## src/rtl/arc_length_to_param_lookup_assert.svh

```systemverilog
// ---------------------------------------------------------------------------
// arc length lookup assertion macros
// concurrent checks on clk, off when rst_n is low, empty in synthesis
// ---------------------------------------------------------------------------
`ifndef ARC_LENGTH_TO_PARAM_LOOKUP_ASSERT_SVH
`define ARC_LENGTH_TO_PARAM_LOOKUP_ASSERT_SVH

`ifndef SYNTHESIS

// property holds at every clock edge outside reset
`define ALPL_ASSERT(lbl, clk, rst_n, prop, msg) \
  lbl: assert property (@(posedge clk) disable iff (!rst_n) prop) else $error(msg);

// condition never true at a clock edge outside reset
`define ALPL_ASSERT_NEVER(lbl, clk, rst_n, cond, msg) \
  lbl: assert property (@(posedge clk) disable iff (!rst_n) !(cond)) else $error(msg);

`else

`define ALPL_ASSERT(lbl, clk, rst_n, prop, msg)
`define ALPL_ASSERT_NEVER(lbl, clk, rst_n, cond, msg)

`endif

`endif

```

## src/rtl/alpl_pkg.sv

```systemverilog
// ---------------------------------------------------------------------------
// alpl_pkg
// shared widths, codes and state type of the arc length lookup
// ---------------------------------------------------------------------------
`timescale 1ns / 1ps

package alpl_pkg;

  localparam int LEN_W   = 32;
  localparam int PAR_W   = 17;
  localparam int FRAC_W  = 16;
  localparam int IDX_W   = 7;
  localparam int CNT_W   = 8;
  localparam int STAT_W  = 2;

  localparam logic [PAR_W-1:0] ONE_Q16 = PAR_W'(65536);

  localparam logic OP_WRITE = 1'b0;
  localparam logic OP_QUERY = 1'b1;

  localparam logic [STAT_W-1:0] RS_INTERP = 2'd0;
  localparam logic [STAT_W-1:0] RS_END    = 2'd1;
  localparam logic [STAT_W-1:0] RS_BELOW  = 2'd2;

  localparam logic [CNT_W-1:0] COUNT_RESET = 8'd2;

  typedef enum logic [3:0] {
    ST_IDLE,
    ST_CHK_END,
    ST_CHK_START,
    ST_SEARCH,
    ST_DIV_GO,
    ST_DIV_WAIT,
    ST_MUL_LO,
    ST_MUL_HI,
    ST_FINISH
  } alpl_state_t;

endpackage

```

## src/rtl/alpl_div.sv

```systemverilog
// ---------------------------------------------------------------------------
// alpl_div
// restoring divider, one quotient bit per cycle, Q0.16 fraction
// ---------------------------------------------------------------------------
`timescale 1ns / 1ps

module alpl_div
  import alpl_pkg::*;
(
  input  logic              clk,
  input  logic              rst_n,
  input  logic              start,
  input  logic [LEN_W-1:0]  dividend,
  input  logic [LEN_W-1:0]  divisor,
  output logic              done,
  output logic [FRAC_W-1:0] quotient
);

  localparam int STEP_W = $clog2(FRAC_W);

  logic              running_r, running_nxt;
  logic              done_r, done_nxt;
  logic [STEP_W-1:0] step_r, step_nxt;
  logic [LEN_W-1:0]  rem_r, rem_nxt;
  logic [LEN_W-1:0]  den_r;
  logic [FRAC_W-1:0] quo_r, quo_nxt;
  logic [LEN_W:0]    rem_shift;
  logic [LEN_W:0]    rem_sub;
  logic              fits;

  // dividend is below divisor, so the remainder always fits LEN_W bits
  always_comb begin
    rem_shift   = {rem_r, 1'b0};
    rem_sub     = rem_shift - {1'b0, den_r};
    fits        = (rem_shift >= {1'b0, den_r});
    running_nxt = running_r;
    done_nxt    = 1'b0;
    step_nxt    = step_r;
    rem_nxt     = rem_r;
    quo_nxt     = quo_r;
    if (start) begin
      running_nxt = 1'b1;
      step_nxt    = '0;
      rem_nxt     = dividend;
      quo_nxt     = '0;
    end else if (running_r) begin
      rem_nxt  = fits ? rem_sub[LEN_W-1:0] : rem_shift[LEN_W-1:0];
      quo_nxt  = {quo_r[FRAC_W-2:0], fits};
      step_nxt = step_r + STEP_W'(1);
      if (step_r == STEP_W'(FRAC_W - 1)) begin
        running_nxt = 1'b0;
        done_nxt    = 1'b1;
      end
    end
  end

  always_ff @(posedge clk) begin
    if (!rst_n) begin
      running_r <= 1'b0;
      done_r    <= 1'b0;
      step_r    <= '0;
    end else begin
      running_r <= running_nxt;
      done_r    <= done_nxt;
      step_r    <= step_nxt;
    end
  end

  always_ff @(posedge clk) begin
    rem_r <= rem_nxt;
    quo_r <= quo_nxt;
    if (start) begin
      den_r <= divisor;
    end
  end

  assign done     = done_r;
  assign quotient = quo_r;

endmodule

```

## config.mk

```make
export PLATFORM = sky130hd
export DESIGN_NAME = alpl_div
export DESIGN_NICKNAME = d
export VERILOG_FILES = /design/src/rtl/arc_length_to_param_lookup_assert.svh /design/src/rtl/alpl_pkg.sv /design/src/rtl/alpl_div.sv
export SDC_FILE = /design/constraint.sdc
export NUM_CORES = 1
export LEC_CHECK = 0
export BUFFER_PORTS_ARGS = -buffer_cell sky130_fd_sc_hd__buf_2
export CORE_MARGIN = 2
export CORE_UTILIZATION = 25
export CTS_BUF_LIST = sky130_fd_sc_hd__clkbuf_2
export CTS_CLUSTER_SIZE = 10
export DETAILED_ROUTE_END_ITERATION = 10
export PLACE_DENSITY = 0.43
export SETUP_SLACK_MARGIN = 0.02
export SLEW_MARGIN = 20
export SYNTH_ARGS = -nofsm -noshare
export SYNTH_HDL_FRONTEND = slang
export SYNTH_SLANG_ARGS = --single-unit
```

## constraint.sdc

```tcl
create_clock -name clk -period 3.76 [get_ports clk]
set_clock_uncertainty 0.2 [all_clocks]
set_input_delay 0.752 -clock clk [delete_from_list [all_inputs] [get_ports clk]]
set_output_delay 0.752 -clock clk [all_outputs]
set_load 0.01 [all_outputs]
```

==> run metrics <==
total global-route track usage=12.3%; most used cells in the layout excluding fill and tap cells=sky130_fd_sc_hd__buf_2, sky130_fd_sc_hd__edfxtp_1, sky130_fd_sc_hd__a21oi_1, sky130_fd_sc_hd__inv_1, sky130_fd_sc_hd__nor2_1; hold wc startpoint=divisor[10]; Crit. Startpoint=rem_r[15]; leading area contributor after synthesis=sky130_fd_sc_hd__edfxtp_1; class of the most critical setup path=flop to flop; required time at the endpoint of the critical path=3.95 ns; wire length of the first global-routing pass=21.7 mm; drc violations=0; drt wl/cell=14.8 um; Setup crit start kind=flop; aggregate negative setup slack=0 ns; routed vias=4102; deepest level of the CTS H-tree=3; design area=between 6000 and 7000 sq um; slowest stage delay, CP=0.49 ns; worst setup path end=rem_r[3]; share of layout cells above drive strength 1=roughly a quarter; Worst Max-Slew Pin Slew=0.886 ns; die boundary height=151 um; worst vdd ir=0.000184 V; area of the die=22800 sq um; initial antenna violation count=1; Std-Cell Core Area=21100 sq um; outcome=finished clean; input/output buffers=83; Final GP Congestion=roughly 0.83; largest fanout on the critical path=24; Crit. End Element=flop; die outline width=151 um; warnings from Yosys=0; family with the most delay on the worst path=compound AO/OA/AOI/OAI gates; Detailed Route WL=13.3 mm; maximum clock frequency=0.285 GHz; count of boundary I/O pins=84; Initial Util=25.6%; buffer levels on the longest clock path=2; total clock sinks=86; Final Hold Viols=0; remaining max-slew budget at the tightest pin=40.9%; number of buffers added by the clock tree synthesis step=9; class of the tightest hold or removal check=input pin to flop; proportion of netlist area held by the largest area contributor=35.6%; pwr dens=582 nW/um^2; sequential area share after synthesis=a little over two fifths; RSZ-0062 raised after global routing=false; cell types with the largest area share after synthesis=sky130_fd_sc_hd__edfxtp_1, sky130_fd_sc_hd__dfxtp_1, sky130_fd_sc_hd__ha_1; via count of the first global-routing pass=4110; Leak=2.77 nW; Area Overhead vs Synth=18.1%; initial DRC count=208; number of enable-type register cells in the synthesized netlist=64; sum of overflow across all layers after global routing=0; worst-path cell chain=ha_1 -> a21oi_1 -> o21bai_1 -> or3_1 -> a211oi_4 -> nor4_2 -> o21ai_4 -> nand2_8 -> mux2_1 -> mux2_2; number of vias per cell after detailed routing=4.58; final net count=715; maximum number of pins on one net before global-route repair=47; period utilization=93.4%; HPWL Detailed=just under 10 mm; Hold Slack=0.0673 ns; row count=53; clock tree from TritonCTS=built; latest clock arrival within the worst-skew pair=0.64 ns; cell area after synthesis=5400 sq um; Slew Viols, Final=0; clock transition time at the flip-flop clock pins of the worst setup and hold paths=roughly 0.3 ns; Worst R2R Start=rem_r[15]; data arrival time of the critical path=3.71 ns; FFs w/ async S/R, synth=0%; setup bufs post-CTS=0; instance count after placement with tap cells included=870; gate count after technology mapping=519; final setup vio count=0; commonest non-fill, non-tap cell in the layout=sky130_fd_sc_hd__buf_2; count of max-cap constraint violations=0; worst r2r path cells=10; Post-DP Area=6160 sq um; cell count along the critical path=10; Antenna Nets Post-Route=0; final worst path period need=roughly 3.5 ns; end of the worst register-to-register path=rem_r[3]; top_reg_cell synth=sky130_fd_sc_hd__edfxtp_1; DRT Pass-1 Iters=4; slack of the worst reg-to-reg path=0.25 ns; total nets after synthesis=620; number of synthesized register bits=86; number of distinct library cell variants in the gate-level netlist after synthesis=59; slowest cell on the critical path=sky130_fd_sc_hd__edfxtp_1; average footprint of a synthesized cell=10.4 sq um; clock root buffer=sky130_fd_sc_hd__clkbuf_2; number of buffers and inverters on the critical path=0; Finished Layout Cells=896
==> synth_stat cells, types with 4 or more instances <==
cell type / n
sky130_fd_sc_hd__a211oi_1: 8
sky130_fd_sc_hd__a21o_1: 18
sky130_fd_sc_hd__a21oi_1: 44
sky130_fd_sc_hd__clkbuf_1: 14
sky130_fd_sc_hd__dfxtp_1: 22
sky130_fd_sc_hd__edfxtp_1: 64
sky130_fd_sc_hd__ha_1: 33
sky130_fd_sc_hd__inv_1: 41
sky130_fd_sc_hd__mux2_1: 7
sky130_fd_sc_hd__mux2_2: 22
sky130_fd_sc_hd__mux2_4: 11
sky130_fd_sc_hd__mux2i_1: 19
sky130_fd_sc_hd__nand2_1: 29
sky130_fd_sc_hd__nand2b_1: 6
sky130_fd_sc_hd__nand3_1: 12
sky130_fd_sc_hd__nand4_1: 5
sky130_fd_sc_hd__nor2_1: 41
sky130_fd_sc_hd__nor2b_1: 8
sky130_fd_sc_hd__nor3_1: 9
sky130_fd_sc_hd__o21a_1: 4
sky130_fd_sc_hd__o21ai_0: 12
sky130_fd_sc_hd__o21ai_1: 8
sky130_fd_sc_hd__o21bai_1: 7
sky130_fd_sc_hd__o31ai_1: 5
sky130_fd_sc_hd__xnor2_1: 17
sky130_fd_sc_hd__xor2_1: 9
==> layer usage <==
metal  GRT usage, %  up-vias  share of wire [%]
li1               -     2079                  -
met1           17.4     1938                 51
met4           3.55        0                1.2
met3           2.86       12                4.3
met5              0        -                  0
met2           18.6       73                 43
==> worst min path at each step <==
stage | endpoint | slack [ns] | depth (start not counted)
after detailed placement | done | 0.27 | 2
final | den_r[10] | 0.07 | 1
after global routing | den_r[7] | -0.001 | 1
after global placement | done | 0.27 | 2
after CTS | den_r[10] | 0.01 | 1
after floorplan | done | 0.24 | 2
==> per-stage QoR <==
step           utilization, %  setup WS (ns)  total power, mW
2_1_floorplan               -          0.476             2.79
3_3_place_gp             29.2          0.217             3.19
3_5_place_dp             29.2          0.134             3.20
4_1_cts                  30.0          0.102             3.75
5_1_grt                  30.3         0.0363             4.05
6_report                 30.3          0.246             3.71
==> cells by family (layout without fill, tap and decap cells) <==
| logic type | Yosys count | after routing | synth area share [%] |
|---|---|---|---|
| buf+inv | 60 | 160 | 4.58 |
| xor+xnor | 26 | 26 | 4.21 |
| compound gates | 126 | 126 | 15.3 |
| other cells | 0 | 2 | 0 |
| simple gates | 128 | 128 | 11.6 |
| flops | 86 | 86 | 43.7 |
| mux | 59 | 59 | 12.6 |
| fa+ha+maj | 34 | 34 | 8.01 |
==> area by class of cell <==
class	count	area, sq um
clock buffers	9	45.0
multi-input cells	373	2810
inverters	41	154
fillers	2265	14700
repair buffers	103	588
diodes	2	5.00
clock inverters	7	71.3
flip-flops and latches	86	2360
well taps	275	344
==> worst register-to-register path, delay by kind of cell, from the launching register on <==
| family | cells | cell delay (ns) |
|---|---|---|
| AO/OA/AOI/OAI | 4 | 0.90 |
| adder cells (fa/ha/maj) | 1 | 0.39 |
| flip-flops | 1 | 0.49 |
| AND/OR/NAND/NOR | 3 | 0.70 |
| multiplexers | 2 | 0.63 |
==> state kept, by name (all words and copies together) (netlist names) <==
name / count
den_r: 32
step_r: 4
rem_r: 32
done: 1
quotient: 16
running_r: 1
==> what timing repair did <==
item | 4_1_cts | 5_1_grt
gates resized for setup | 0 | 2
setup endpoints to repair | 0 | 17
hold buffers | 5 | 3
hold endpoints to repair | 5 | 3
==> report_power, final <==
group	switching, mW	leakage (nW)	internal, mW
Clock	0.407	0.0748	0.115
Sequential	0.0851	0.813	1.22
Combinational	0.968	1.88	0.921
Total	1.46	2.77	2.25
Power figures use the tool's default switching activity.
